===== src/rtl/tach_pkg.sv =====
// ---------------------------------------------------------------------------
// tach_pkg: shared constants for the multichannel tachometer
// Field widths, register indexes and the rpm numerator.
// ---------------------------------------------------------------------------
`default_nettype none

package tach_pkg;

  // field widths
  localparam int unsigned TIME_W     = 32;
  localparam int unsigned SPEED_W    = 16;
  localparam int unsigned TPR_W      = 8;
  localparam int unsigned PROD_W     = TIME_W + TPR_W;
  localparam int unsigned CH_W       = 2;
  localparam int unsigned MAX_CHANNELS = 4;

  // configuration port
  localparam int unsigned CFG_ADDR_W = 3;
  localparam int unsigned CFG_DATA_W = 8;

  localparam logic [CFG_ADDR_W-1:0] REG_CHANNEL_ENABLE = 3'd0;
  localparam logic [CFG_ADDR_W-1:0] REG_TPR_CH0        = 3'd1;
  localparam logic [CFG_ADDR_W-1:0] REG_TPR_CH1        = 3'd2;
  localparam logic [CFG_ADDR_W-1:0] REG_TPR_CH2        = 3'd3;
  localparam logic [CFG_ADDR_W-1:0] REG_TPR_CH3        = 3'd4;

  // input kinds
  localparam logic KIND_EDGE    = 1'b0;
  localparam logic KIND_REFRESH = 1'b1;

  // ms per minute, the dividend of every speed evaluation
  localparam logic [SPEED_W-1:0] RPM_NUMERATOR = 16'd60000;

  // stream payload widths
  localparam int unsigned S_DATA_W = 40;
  localparam int unsigned M_DATA_W = 64;

endpackage

`default_nettype wire


===== src/rtl/tach_mul.sv =====
// ---------------------------------------------------------------------------
// tach_mul: bit-serial multiplier
// Shift-add product of a 32-bit elapsed time and an 8-bit pulse count,
// one multiplier bit per cycle.
// ---------------------------------------------------------------------------
`default_nettype none

module tach_mul (
  input  wire logic                        clk,
  input  wire logic                        rst,
  input  wire logic                        start,
  input  wire logic [tach_pkg::TIME_W-1:0] mcand_in,
  input  wire logic [tach_pkg::TPR_W-1:0]  mplr_in,
  output logic                             done,
  output logic [tach_pkg::PROD_W-1:0]      product
);
  import tach_pkg::*;

  localparam int unsigned CNT_W = $clog2(TPR_W);

  logic [PROD_W-1:0] acc;
  logic [PROD_W-1:0] mcand;
  logic [TPR_W-1:0]  mplr;
  logic [CNT_W-1:0]  cnt;
  logic              run;

  // control
  always_ff @(posedge clk) begin
    if (rst) begin
      run  <= 1'b0;
      done <= 1'b0;
      cnt  <= '0;
    end else begin
      done <= 1'b0;
      if (start) begin
        run <= 1'b1;
        cnt <= '0;
      end else if (run) begin
        cnt <= cnt + 1'b1;
        if (cnt == CNT_W'(TPR_W - 1)) begin
          run  <= 1'b0;
          done <= 1'b1;
        end
      end
    end
  end

  // datapath: one multiplier bit per cycle
  always_ff @(posedge clk) begin
    if (start) begin
      acc   <= '0;
      mcand <= PROD_W'(mcand_in);
      mplr  <= mplr_in;
    end else if (run) begin
      if (mplr[0]) begin
        acc <= acc + mcand;
      end
      mcand <= {mcand[PROD_W-2:0], 1'b0};
      mplr  <= {1'b0, mplr[TPR_W-1:1]};
    end
  end

  assign product = acc;

endmodule

`default_nettype wire


===== src/rtl/tach_div.sv =====
// ---------------------------------------------------------------------------
// tach_div: bit-serial restoring divider
// Divides the fixed rpm numerator by a 40-bit denominator, one quotient
// bit per cycle.
// ---------------------------------------------------------------------------
`default_nettype none

module tach_div (
  input  wire logic                         clk,
  input  wire logic                         rst,
  input  wire logic                         start,
  input  wire logic [tach_pkg::PROD_W-1:0]  den_in,
  output logic                              done,
  output logic [tach_pkg::SPEED_W-1:0]      quotient
);
  import tach_pkg::*;

  localparam int unsigned CNT_W = $clog2(SPEED_W);

  logic [SPEED_W-1:0] num;
  logic [SPEED_W-1:0] rem;
  logic [PROD_W-1:0]  den;
  logic [CNT_W-1:0]   cnt;
  logic               run;
  logic [SPEED_W:0]   rem_shift;
  logic [SPEED_W:0]   rem_diff;
  logic               fits;

  // trial subtract of the shifted partial remainder
  always_comb begin
    rem_shift = {rem, num[SPEED_W-1]};
    fits      = PROD_W'(rem_shift) >= den;
    rem_diff  = rem_shift - den[SPEED_W:0];
  end

  // control
  always_ff @(posedge clk) begin
    if (rst) begin
      run  <= 1'b0;
      done <= 1'b0;
      cnt  <= '0;
    end else begin
      done <= 1'b0;
      if (start) begin
        run <= 1'b1;
        cnt <= '0;
      end else if (run) begin
        cnt <= cnt + 1'b1;
        if (cnt == CNT_W'(SPEED_W - 1)) begin
          run  <= 1'b0;
          done <= 1'b1;
        end
      end
    end
  end

  // datapath: dividend bits leave at the top, quotient bits enter below
  always_ff @(posedge clk) begin
    if (start) begin
      num <= RPM_NUMERATOR;
      rem <= '0;
      den <= den_in;
    end else if (run) begin
      rem <= fits ? rem_diff[SPEED_W-1:0] : rem_shift[SPEED_W-1:0];
      num <= {num[SPEED_W-2:0], fits};
    end
  end

  assign quotient = num;

endmodule

`default_nettype wire


===== src/rtl/multichannel_tachometer_rpm.sv =====
// ---------------------------------------------------------------------------
// multichannel_tachometer_rpm: period-measurement tachometer, up to 4 channels
// Edge and refresh transactions update per-channel speeds in rpm.
// ---------------------------------------------------------------------------
// Each input transaction is a sensor edge on one channel or a refresh of all
// channels, stamped with a 32-bit millisecond time. A speed evaluation runs
// a bit-serial multiply (pulses per revolution times elapsed time) followed
// by a bit-serial restoring divide of 60000, after a load step; a refresh
// adds a channel step after each channel. An edge that needs no new speed
// skips the multiply and divide; a refresh walks the channels in turn
// through the one shared multiplier and divider. A result that waits on the
// output holds the next one back.
// One transaction is worked on at a time; the result register lets the next
// transaction be accepted while a result still waits on the output.
// Each result carries all four speeds; disabled channels read zero.
`default_nettype none

module multichannel_tachometer_rpm #(
  parameter int unsigned NB_CHANNELS = 4
) (
  input  wire logic                             clk,
  input  wire logic                             rst,
  // configuration
  input  wire logic                             cfg_we,
  input  wire logic [tach_pkg::CFG_ADDR_W-1:0]  cfg_addr,
  input  wire logic [tach_pkg::CFG_DATA_W-1:0]  cfg_wdata,
  // input stream
  input  wire logic                             s_tvalid,
  output logic                                  s_tready,
  input  wire logic [tach_pkg::S_DATA_W-1:0]    s_tdata,  // channel[1:0], now_ms[33:2]
  input  wire logic                             s_tuser,  // kind
  // result stream
  output logic                                  m_tvalid,
  input  wire logic                             m_tready,
  output logic [tach_pkg::M_DATA_W-1:0]         m_tdata   // speed_0..speed_3, 16 bits each
);
  import tach_pkg::*;

  localparam logic [2:0] ST_IDLE = 3'd0;
  localparam logic [2:0] ST_LOAD = 3'd1;
  localparam logic [2:0] ST_MUL  = 3'd2;
  localparam logic [2:0] ST_DIV  = 3'd3;
  localparam logic [2:0] ST_NEXT = 3'd4;
  localparam logic [2:0] ST_DONE = 3'd5;

  logic [2:0] state;
  logic [2:0] state_next;

  // configuration registers
  logic [MAX_CHANNELS-1:0] ch_enable;
  logic [TPR_W-1:0]        tpr [MAX_CHANNELS];

  // channel state
  logic [TIME_W-1:0]  last_time [NB_CHANNELS];
  logic [TIME_W-1:0]  interval  [NB_CHANNELS];
  logic [SPEED_W-1:0] speed     [NB_CHANNELS];

  // current transaction
  logic              kind;
  logic [CH_W-1:0]   cur;
  logic [TIME_W-1:0] now_ms;

  logic [TIME_W-1:0] sel_last;
  logic [TIME_W-1:0] sel_interval;
  logic [TIME_W-1:0] elapsed;
  logic [TIME_W-1:0] limit;
  logic [TPR_W-1:0]  tpr_eff;
  logic              cur_on;
  logic              eval;
  logic              edge_store;
  logic              last_ch;

  logic               mul_start;
  logic               mul_done;
  logic [PROD_W-1:0]  product;
  logic               div_done;
  logic [SPEED_W-1:0] quotient;
  logic               out_load;
  logic [SPEED_W-1:0] out_speed [MAX_CHANNELS];

  // configuration writes
  always_ff @(posedge clk) begin
    if (rst) begin
      ch_enable <= '0;
      for (int c = 0; c < MAX_CHANNELS; c++) begin
        tpr[c] <= TPR_W'(1);
      end
    end else if (cfg_we) begin
      unique case (cfg_addr)
        REG_CHANNEL_ENABLE: ch_enable <= cfg_wdata[MAX_CHANNELS-1:0];
        REG_TPR_CH0:        tpr[0]    <= cfg_wdata[TPR_W-1:0];
        REG_TPR_CH1:        tpr[1]    <= cfg_wdata[TPR_W-1:0];
        REG_TPR_CH2:        tpr[2]    <= cfg_wdata[TPR_W-1:0];
        REG_TPR_CH3:        tpr[3]    <= cfg_wdata[TPR_W-1:0];
        default: ;
      endcase
    end
  end

  // read the current channel
  always_comb begin
    sel_last     = '0;
    sel_interval = '0;
    for (int c = 0; c < NB_CHANNELS; c++) begin
      if (cur == CH_W'(c)) begin
        sel_last     = last_time[c];
        sel_interval = interval[c];
      end
    end
    cur_on  = (32'(cur) < NB_CHANNELS) && ch_enable[cur];
    elapsed = now_ms - sel_last;
    limit   = sel_last + sel_interval;
    tpr_eff = (tpr[cur] == '0) ? TPR_W'(1) : tpr[cur];
    last_ch = (cur == CH_W'(NB_CHANNELS - 1));
  end

  // decide whether this channel gets a new speed
  always_comb begin
    if (kind == KIND_EDGE) begin
      eval = cur_on && (elapsed != '0);
    end else begin
      eval = cur_on && (now_ms > limit) && (elapsed != '0);
    end
    edge_store = (state == ST_LOAD) && (kind == KIND_EDGE) && cur_on;
    mul_start  = (state == ST_LOAD) && eval;
    out_load   = (state == ST_DONE) && (!m_tvalid || m_tready);
  end

  // sequencer
  always_comb begin
    state_next = state;
    unique case (state)
      ST_IDLE: if (s_tvalid) state_next = ST_LOAD;
      ST_LOAD: begin
        if (eval) begin
          state_next = ST_MUL;
        end else if (kind == KIND_EDGE) begin
          state_next = ST_DONE;
        end else begin
          state_next = ST_NEXT;
        end
      end
      ST_MUL:  if (mul_done) state_next = ST_DIV;
      ST_DIV: begin
        if (div_done) begin
          state_next = (kind == KIND_EDGE) ? ST_DONE : ST_NEXT;
        end
      end
      ST_NEXT: state_next = last_ch ? ST_DONE : ST_LOAD;
      ST_DONE: if (out_load) state_next = ST_IDLE;
      default: state_next = ST_IDLE;
    endcase
  end

  always_ff @(posedge clk) begin
    if (rst) begin
      state <= ST_IDLE;
    end else begin
      state <= state_next;
    end
  end

  assign s_tready = (state == ST_IDLE);

  // capture the transaction and step the channel index
  always_ff @(posedge clk) begin
    if (s_tvalid && s_tready) begin
      kind   <= s_tuser;
      now_ms <= s_tdata[CH_W +: TIME_W];
      cur    <= (s_tuser == KIND_EDGE) ? s_tdata[CH_W-1:0] : '0;
    end else if (state == ST_NEXT && !last_ch) begin
      cur <= cur + 1'b1;
    end
  end

  // channel state updates
  always_ff @(posedge clk) begin
    if (rst) begin
      for (int c = 0; c < NB_CHANNELS; c++) begin
        last_time[c] <= '0;
        interval[c]  <= '0;
        speed[c]     <= '0;
      end
    end else begin
      for (int c = 0; c < NB_CHANNELS; c++) begin
        if (edge_store && cur == CH_W'(c)) begin
          last_time[c] <= now_ms;
          interval[c]  <= elapsed;
        end
        if (state == ST_DIV && div_done && cur == CH_W'(c)) begin
          speed[c] <= quotient;
        end
      end
    end
  end

  // shared serial arithmetic
  tach_mul u_mul (
    .clk      (clk),
    .rst      (rst),
    .start    (mul_start),
    .mcand_in (elapsed),
    .mplr_in  (tpr_eff),
    .done     (mul_done),
    .product  (product)
  );

  tach_div u_div (
    .clk      (clk),
    .rst      (rst),
    .start    (mul_done),
    .den_in   (product),
    .done     (div_done),
    .quotient (quotient)
  );

  // speeds as seen on the output, zero when disabled
  always_comb begin
    for (int c = 0; c < MAX_CHANNELS; c++) begin
      out_speed[c] = '0;
    end
    for (int c = 0; c < NB_CHANNELS; c++) begin
      if (ch_enable[c]) begin
        out_speed[c] = speed[c];
      end
    end
  end

  // result register
  always_ff @(posedge clk) begin
    if (rst) begin
      m_tvalid <= 1'b0;
    end else if (out_load) begin
      m_tvalid <= 1'b1;
    end else if (m_tready) begin
      m_tvalid <= 1'b0;
    end
  end

  always_ff @(posedge clk) begin
    if (out_load) begin
      m_tdata <= {out_speed[3], out_speed[2], out_speed[1], out_speed[0]};
    end
  end

endmodule

`default_nettype wire


===== config.mk =====
export PLATFORM = sky130hd
export DESIGN_NAME = multichannel_tachometer_rpm
export DESIGN_NICKNAME = d
export VERILOG_FILES = /design/src/rtl/tach_pkg.sv /design/src/rtl/tach_mul.sv /design/src/rtl/tach_div.sv /design/src/rtl/multichannel_tachometer_rpm.sv
export SDC_FILE = /design/constraint.sdc
export NUM_CORES = 1
export LEC_CHECK = 0
export BUFFER_PORTS_ARGS = -buffer_cell sky130_fd_sc_hd__buf_2
export CAP_MARGIN = 20
export CELL_PAD_IN_SITES_DETAIL_PLACEMENT = 1
export CELL_PAD_IN_SITES_GLOBAL_PLACEMENT = 1
export CORE_ASPECT_RATIO = 0.6
export CORE_MARGIN = 1.5
export CORE_UTILIZATION = 53
export DETAILED_ROUTE_END_ITERATION = 7
export GPL_ROUTABILITY_DRIVEN = 0
export PLACE_DENSITY = 0.86
export SLEW_MARGIN = 5
export SYNTH_ARGS = -nofsm -noshare
export SYNTH_HDL_FRONTEND = slang
export SYNTH_HIERARCHICAL = 1
export SYNTH_SLANG_ARGS = --single-unit

===== constraint.sdc =====
create_clock -name clk -period 12 [get_ports clk]
set_clock_uncertainty 0.15 [all_clocks]
set_input_delay 1.2 -clock clk [delete_from_list [all_inputs] [get_ports clk]]
set_output_delay 1.2 -clock clk [all_outputs]
set_load 0.02 [all_outputs]

# --- Yosys cells after proc, flatten, opt, wreduce, memory -nomap -nowiden ---
# Memory sizes are Yosys's and may differ from the RTL's. A register that Yosys moved wholly into a read port is not among the register bits.
# Index checks and enable logic that the tools add are counted.
totals:
  regBits: 214
  ram_bits: 352
  output_inout_bits: 66
  wordCells: 207
  n_memories: 4
memory_table:
  columns: ["memory", "depth", "word_bits", "read_ports", "rd_clocked_by_memory_dff", "write_ports", "line_no", "rtl"]
  rows:
  - ["interval", 4, 32, 4, 0, 4, "multichannel_tachometer_rpm.sv:55", "logic [TIME_W-1:0] interval [NB_CHANNELS];"]
  - ["last_time", 4, 32, 4, 0, 4, "multichannel_tachometer_rpm.sv:54", "logic [TIME_W-1:0] last_time [NB_CHANNELS];"]
  - ["speed", 4, 16, 4, 4, 4, "multichannel_tachometer_rpm.sv:56", "logic [SPEED_W-1:0] speed [NB_CHANNELS];"]
  - ["tpr", 4, 8, 1, 1, 4, "multichannel_tachometer_rpm.sv:51", "logic [TPR_W-1:0] tpr [MAX_CHANNELS];"]
classes:
  addsub: 7
  n_lt_le_gt_ge: 3
  n_eq_ne: 18
  n_mux: 97
  bitwise_logic: 19
  reduce_logical: 40
op_table:
  columns: ["operator", "n"]
  rows:
  - ["32-bit two-way mux", 18]
  - ["16-bit two-way mux", 5]
  - ["8-bit two-way mux", 7]
  - ["1-bit two-way mux", 55]
  - ["40-bit adder", 1]
  - ["17-bit by 40-bit >= comparator with 1-bit output", 1]
  - ["32-bit adder", 1]
  - ["32-bit > comparator", 1]
  - ["32-bit nonzero test", 1]
  - ["32-bit subtractor", 1]
  - ["1-bit logical AND", 18]
  - ["3-bit two-way mux", 6]
  - ["3-bit case mux with 6 select lines", 1]
  - ["1-bit bitwise OR", 16]
  - ["16-bit subtractor", 1]
  - ["3-bit by 2-bit equality test with 1-bit output (second input constant)", 4]
  - ["3-bit equality test (second input constant)", 4]
  - ["8-bit zero test", 1]
  - ["2-bit two-way mux", 4]
  - ["3-bit by 1-bit equality test with 1-bit output (second input constant)", 2]
  - ["1-bit zero test", 6]
  - ["3-bit zero test", 2]
  - ["2-bit nonzero test", 3]
  - ["3-bit OR reduction", 2]
  - ["other kinds (16)", 23]

# --- Logic depth before layout (Yosys ltp) ---
logic_depth:
  ltp_word: 12
  mapped_depth: 37
  ltp_nobuf: 35

# --- By module ---
# The synthesis kept the hierarchy.
by_module_without_submodules:
  columns: ["mod", "n_inst", "cells_per_inst", "area_each_um2", "seq_area_each_um2"]
  rows:
  - ["multichannel_tachometer_rpm", 1, 2204, 23792.8, 13743.2]
  - ["tach_mul", 1, 600, 5657.9, 2262.2]
  - ["tach_div", 1, 362, 3856.2, 1961.9]

# --- Least setup slack after synthesis ---
# No wires, ideal clock.
synth_path:
  path_kind: "flip-flop to flip-flop"
  startpoint: "register cur[1]"
  endpoint: "register u_mul.mcand[0], enable pin"
  setup_time_ns: 0.380
  arrival_ns: 7.102
  required_time_ns: 11.470
  slack_ns: 4.369
  path_stages_with_launch: 32
  path_buffers: 6
  path_cell_list: "edfxtp_1 > inv_1 > ha_1 > clkbuf_1 > clkbuf_1 > clkbuf_1 > buf_1 > a21oi_1 > nor2_1 > a21oi_1 > o21ai_0 > ha_1 > a21oi_1 > o22ai_1 > a2111o_1 > a211o_1 > a31oi_1 > a311oi_1 > o311ai_0 > o21ai_0 > a21oi_1 > xnor2_1 > ha_1 > nand4_1 > nor4_1 > o21ai_0 > a21oi_1 > and3b_4 > and2_1 > clkbuf_1 > clkbuf_1 > or2_2"
synth_between:
  elab_chain_len: 12
  word_cells_on_any_way: 24
  classes_between: "add/sub: 2; order compare: 1; eq/ne: 3; mux: 11; reduce/logical: 7"
synth_lines:
  columns: ["element", "line_no", "rtl"]
  rows:
  - ["start, declared", "multichannel_tachometer_rpm.sv:60", "logic [CH_W-1:0] cur;"]
  - ["start signal, assigned", "multichannel_tachometer_rpm.sv:170", "cur <= (s_tuser == KIND_EDGE) ? s_tdata[CH_W-1:0] : '0;"]
  - ["start signal, assigned", "multichannel_tachometer_rpm.sv:172", "cur <= cur + 1'b1;"]
  - ["2-bit zero test", "multichannel_tachometer_rpm.sv:105", "if (cur == CH_W'(c)) begin"]
  - ["32-bit two-way mux (4 in a row)", "multichannel_tachometer_rpm.sv:105", null]
  - ["32-bit adder", "multichannel_tachometer_rpm.sv:112", "limit = sel_last + sel_interval;"]
  - ["32-bit > comparator", "multichannel_tachometer_rpm.sv:122", "eval = cur_on && (now_ms > limit) && (elapsed != '0);"]
  - ["1-bit logical AND (2 in a row)", "multichannel_tachometer_rpm.sv:122", null]
  - ["1-bit two-way mux *", "multichannel_tachometer_rpm.sv:119", "if (kind == KIND_EDGE) begin"]
  - ["1-bit logical AND *", "multichannel_tachometer_rpm.sv:125", "mul_start = (state == ST_LOAD) && eval;"]
  - ["via mul_start", "multichannel_tachometer_rpm.sv:73", "logic mul_start;"]
  - ["2-bit nonzero test (no line) *", null, null]
  - ["end signal, assigned", "tach_mul.sv:52", "mcand <= PROD_W'(mcand_in);"]
  - ["end signal, assigned", "tach_mul.sv:58", "mcand <= {mcand[PROD_W-2:0], 1'b0};"]
  - ["end, declared", "tach_mul.sv:22", "logic [PROD_W-1:0] mcand;"]
# Mark *: on every way through the listed nets, which the timed path passes. The rest lies on a longest branch. The select of a mux whose other input is x is not followed.
# A chain may end at the register's enable or synchronous reset.

# --- Final worst setup path ---
layout_path:
  startpoint: "register cur[1]"
  endpoint: "register u_mul.acc[27] (netlist: u_mul/product[27])"
layout_between:
  elab_chain_len: 11
  word_cells_on_any_way: 23
  classes_between: "add/sub: 2; order compare: 1; eq/ne: 3; mux: 11; reduce/logical: 6"
layout_lines:
  columns: ["element", "line_no", "rtl"]
  rows:
  - ["2-bit zero test", "multichannel_tachometer_rpm.sv:105", null]
  - ["32-bit two-way mux (4 in a row)", "multichannel_tachometer_rpm.sv:105", null]
  - ["32-bit adder", "multichannel_tachometer_rpm.sv:112", null]
  - ["32-bit > comparator", "multichannel_tachometer_rpm.sv:122", null]
  - ["1-bit logical AND (2 in a row)", "multichannel_tachometer_rpm.sv:122", null]
  - ["1-bit two-way mux *", "multichannel_tachometer_rpm.sv:119", null]
  - ["1-bit logical AND *", "multichannel_tachometer_rpm.sv:125", null]
  - ["via mul_start", "multichannel_tachometer_rpm.sv:73", null]
  - ["end signal, assigned", "tach_mul.sv:56", "acc <= acc + mcand;"]
  - ["end, declared", "tach_mul.sv:21", "logic [PROD_W-1:0] acc;"]
# Marks and branches as above.

==> summary.txt <==
Power and ir drop
  – Pwr Density: 206.6 nW/um2
  – Clk pwr share: 24.9%
  – Worst vdd ir: 0.1203 mV
  – Internal Power: 4474 uW
  – Comb power frac: 39.2%
  – Leak pwr: 0.01511 uW
  – Switching share of power: 40.50%
  – Switch Pwr: 3046 uW
  – Seq pwr share: 35.9%

Clocking
  – # hold bufs at CTS: 0
  – Max Buffers Root-to-Sink: 3
  – Worst-Skew Late Latency: 0.67 ns
  – Worst-path clk slew: 0.07 ns
  – Clock sink count: 632
  – Post_cts resized: 0
  – CTS tree: done
  – Post-CTS setup buffer count: 0
  – CTS Root Cell: clkbuf_16
  – CTS H-tree lvls: 2
  – Inserted Clock Buffers: 58

Worst setup path
  – Reg2Reg Launch Point: cur[1]
  – Worst Setup Start Kind: register
  – Crit. End Element: register
  – CP endpoint: u_mul/product[27]
  – Max stage delay cell, worst path: ha_4
  – Most frequent CP cell: a21oi_1
  – Required time worst endpoint: 12.36 ns
  – R2r endpoint: u_mul/product[27]
  – Worst r2r path cells: 29
  – Crit path max fanout: 107
  – Crit Path Class: reg2reg
  – Critical path launch point: cur[1]
  – Critical path's largest stage delay: 0.69 ns
  – Flop-to-flop setup slack: 2.07 ns
  – Crit path arrival time: 10.29 ns

Logic synthesis
  – EDFF count, synth: 531
  – Most frequently used flop master after synthesis: edfxtp_1
  – Cell count after synthesis: 3166
  – Ys Warns: 6
  – Synth Cell Area: 33310 um2
  – Netlist cell types: 105
  – Async SR Flop Fraction: 0%
  – Avg Inst Size Synth: 10.52 um2
  – Synthesized Nets: 3384
  – Fraction of the yosys area taken by sequential cells: 53.94%
  – Flops & latches, synth: 632

Floorplan
  – Row count: 70
  – Chip Height: 197.2 um
  – Die width: 326.6 um
  – Area of the core: 61480 um2
  – Starting Density: 54.17%
  – Boundary Pins: 123
  – Full die area: 64410 um2

Hold path
  – Hold Path Stages: 0
  – Worst hold-check path type: reg2reg
  – Worst Hold Launch: u_mul/product[34]

Timing
  – Final Cycle Share: 82.76%
  – Rel. slew slack: 22.86%
  – Setup TNS: 0 ns
  – Period minus WS final: 9.931 ns
  – Final Hold Vio Count: 0
  – Final Max Tran Viols: 0
  – Worst slew pin tran: 1.145 ns
  – Final setup violation count: 0
  – Highest clock rate: 100.7 MHz
  – Unrepaired setup endpoints after global routing: false

Global route
  – Number of global-route vias before repair: 26026
  – Antenna violations before repair: 3
  – Gr usage total: 31.90%
  – Pin count of the biggest net entering global routing: 108
  – First-pass GRT wire length: 157.7 mm
  – Total gr overflow: 0

Routing
  – Detailed-route DRC error count: 0
  – Pre-Repair DR Iteration Count: 6
  – Drt initial violations: 2795
  – DR WL/cell: 25.85 um
  – ANT nets after route: 0
  – Vias per cell: 6.396
  – DR vias: 26033
  – Drt total wl: 105.2 mm

Place
  – Post-DP HPWL: 70.22 mm
  – IO buf count: 116

Outcome
  – Status: completed

Finish
  – Share of layout cells above drive strength 1: 10.56%
  – P&R area growth vs syn: 9.268%
  – Final core utilization: 59.19%
  – NumNets Final: 3411

Flow run
  – Max-Cap Viols: 0
[cell usage after synthesis (10+ instances only)]
cell | count | area, um2
xor2_1 | 43 | 376.6
mux2i_1 | 38 | 380.4
nand3_1 | 45 | 225.2
nand4_1 | 30 | 187.7
nor2_1 | 395 | 1483
ha_1 | 157 | 1964
o21bai_1 | 10 | 75.07
mux2_2 | 39 | 439.2
or3_1 | 14 | 87.58
xnor2_1 | 48 | 420.4
buf_2 | 10 | 50.05
edfxtp_1 | 531 | 15950
dfxtp_1 | 101 | 2022
nor2b_1 | 23 | 143.9
and3_1 | 209 | 1308
a21oi_1 | 303 | 1516
o21ai_0 | 102 | 510.5
a21o_1 | 61 | 457.9
nand2_1 | 288 | 1081
o211ai_1 | 22 | 165.2
inv_1 | 117 | 439.2
o31ai_1 | 10 | 75.07
a211oi_1 | 10 | 75.07
buf_1 | 19 | 71.32
nand3b_1 | 13 | 97.59
a31oi_1 | 18 | 112.6
o21a_1 | 20 | 150.1
and2_1 | 111 | 694.4
clkbuf_1 | 144 | 540.5
or2_2 | 10 | 62.56
nand2b_1 | 17 | 106.4
nor3_1 | 36 | 180.2
[logic make-up (layout without fill, tap and decap cells)]
group	Yosys count	count (layout)	share of synthesized area (%)
buf+inv	298	371	3.449
other cells	0	3	0
flops	632	632	53.94
simple gates	1226	1226	17.86
compound gates	667	667	12.87
xor+xnor	96	96	2.671
fa+ha+maj	161	161	6.138
mux	86	86	3.069
[state kept, by name, summed over array words and instances, names as in the netlist, 8 cells and up, named ones only]
register and flops:
now_ms 32, u_div/quotient 16, u_div/rem 16, u_mul/mplr 8, u_div/den 40, u_mul/mcand 40
tpr 32, last_time 128, interval 128, u_mul/product 40, speed 64, m_tdata 64
[power by group through the flow]
| stage | logic, uW | registers [uW] | clock network, uW |
|---|---|---|---|
| floorplan | 1950 | 2660 | 0 |
| global placement | 2620 | 2720 | 0 |
| detailed placement | 2780 | 2740 | 0 |
| CTS | 2840 | 2700 | 1880 |
| global route | 3140 | 2720 | 1950 |
| finish | 2950 | 2700 | 1870 |
[final cells by class]
cell class	count	area, um2
Antenna cell	3	7.507
Clock buffer	75	1515
Clock inverter	31	321.6
Fill cell	6561	25090
Inverter	121	454.2
Multi-Input combinational cell	2236	14260
Sequential cell	632	17970
Tap cell	828	1036
Timing Repair Buffer	144	825.8
[per-layer routing]
metal  wire, um  vias to the layer above  track usage [%]
li1           -                    11497                -
met1      44890                    13103            45.65
met2      46770                     1256            48.26
met3      11040                      177            8.113
met4       2521                        0            8.608
met5          0                        -                0
[critical path, delay by kind of cell (launching register included)]
family | cells | cell delay (ns)
flip-flops | 1 | 0.53
AND/OR/NAND/NOR | 6 | 2.02
AO/OA/AOI/OAI | 16 | 4.18
buffers and inverters | 3 | 1.26
XOR/XNOR | 1 | 0.10
adder cells (fa/ha/maj) | 3 | 1.39
[through the flow]
step	std cells	instance area [um2]	setup WS (ns)	total power, uW	hold slack [ns]
global route	4068	36390	1.719	7812	0.3245
detailed placement	3958	34500	2.442	5520	0.3027
finish	4070	36390	2.069	7520	0.3182
global placement	3958	34500	2.820	5340	0.2859
CTS	4064	36340	2.343	7421	0.3183
floorplan	3166	33310	4.369	4612	0.2731
[worst min-delay path by stage]
stage	endpoint	slack, ns
3_5_place_dp	u_div/den[21]	0.30
3_3_place_gp	u_div/den[39]	0.29
6_report	u_div/den[34]	0.32
5_1_grt	u_div/den[24]	0.32
2_1_floorplan	u_div/den[39]	0.27
4_1_cts	u_div/den[24]	0.32
[placed cells by master, fill, tap and decap left out, types with 43 or more instances in the layout]
master,n
a21o_1,61
dfxtp_1,99
and3_1,209
inv_1,117
clkbuf_16,58
a21oi_1,303
ha_1,153
o21ai_0,102
xnor2_1,48
xor2_1,43
nand2_1,284
nor2_1,394
edfxtp_1,531
buf_2,116
nand3_1,45
and2_1,109
Note: power is estimated with default switching activity, not from simulation.
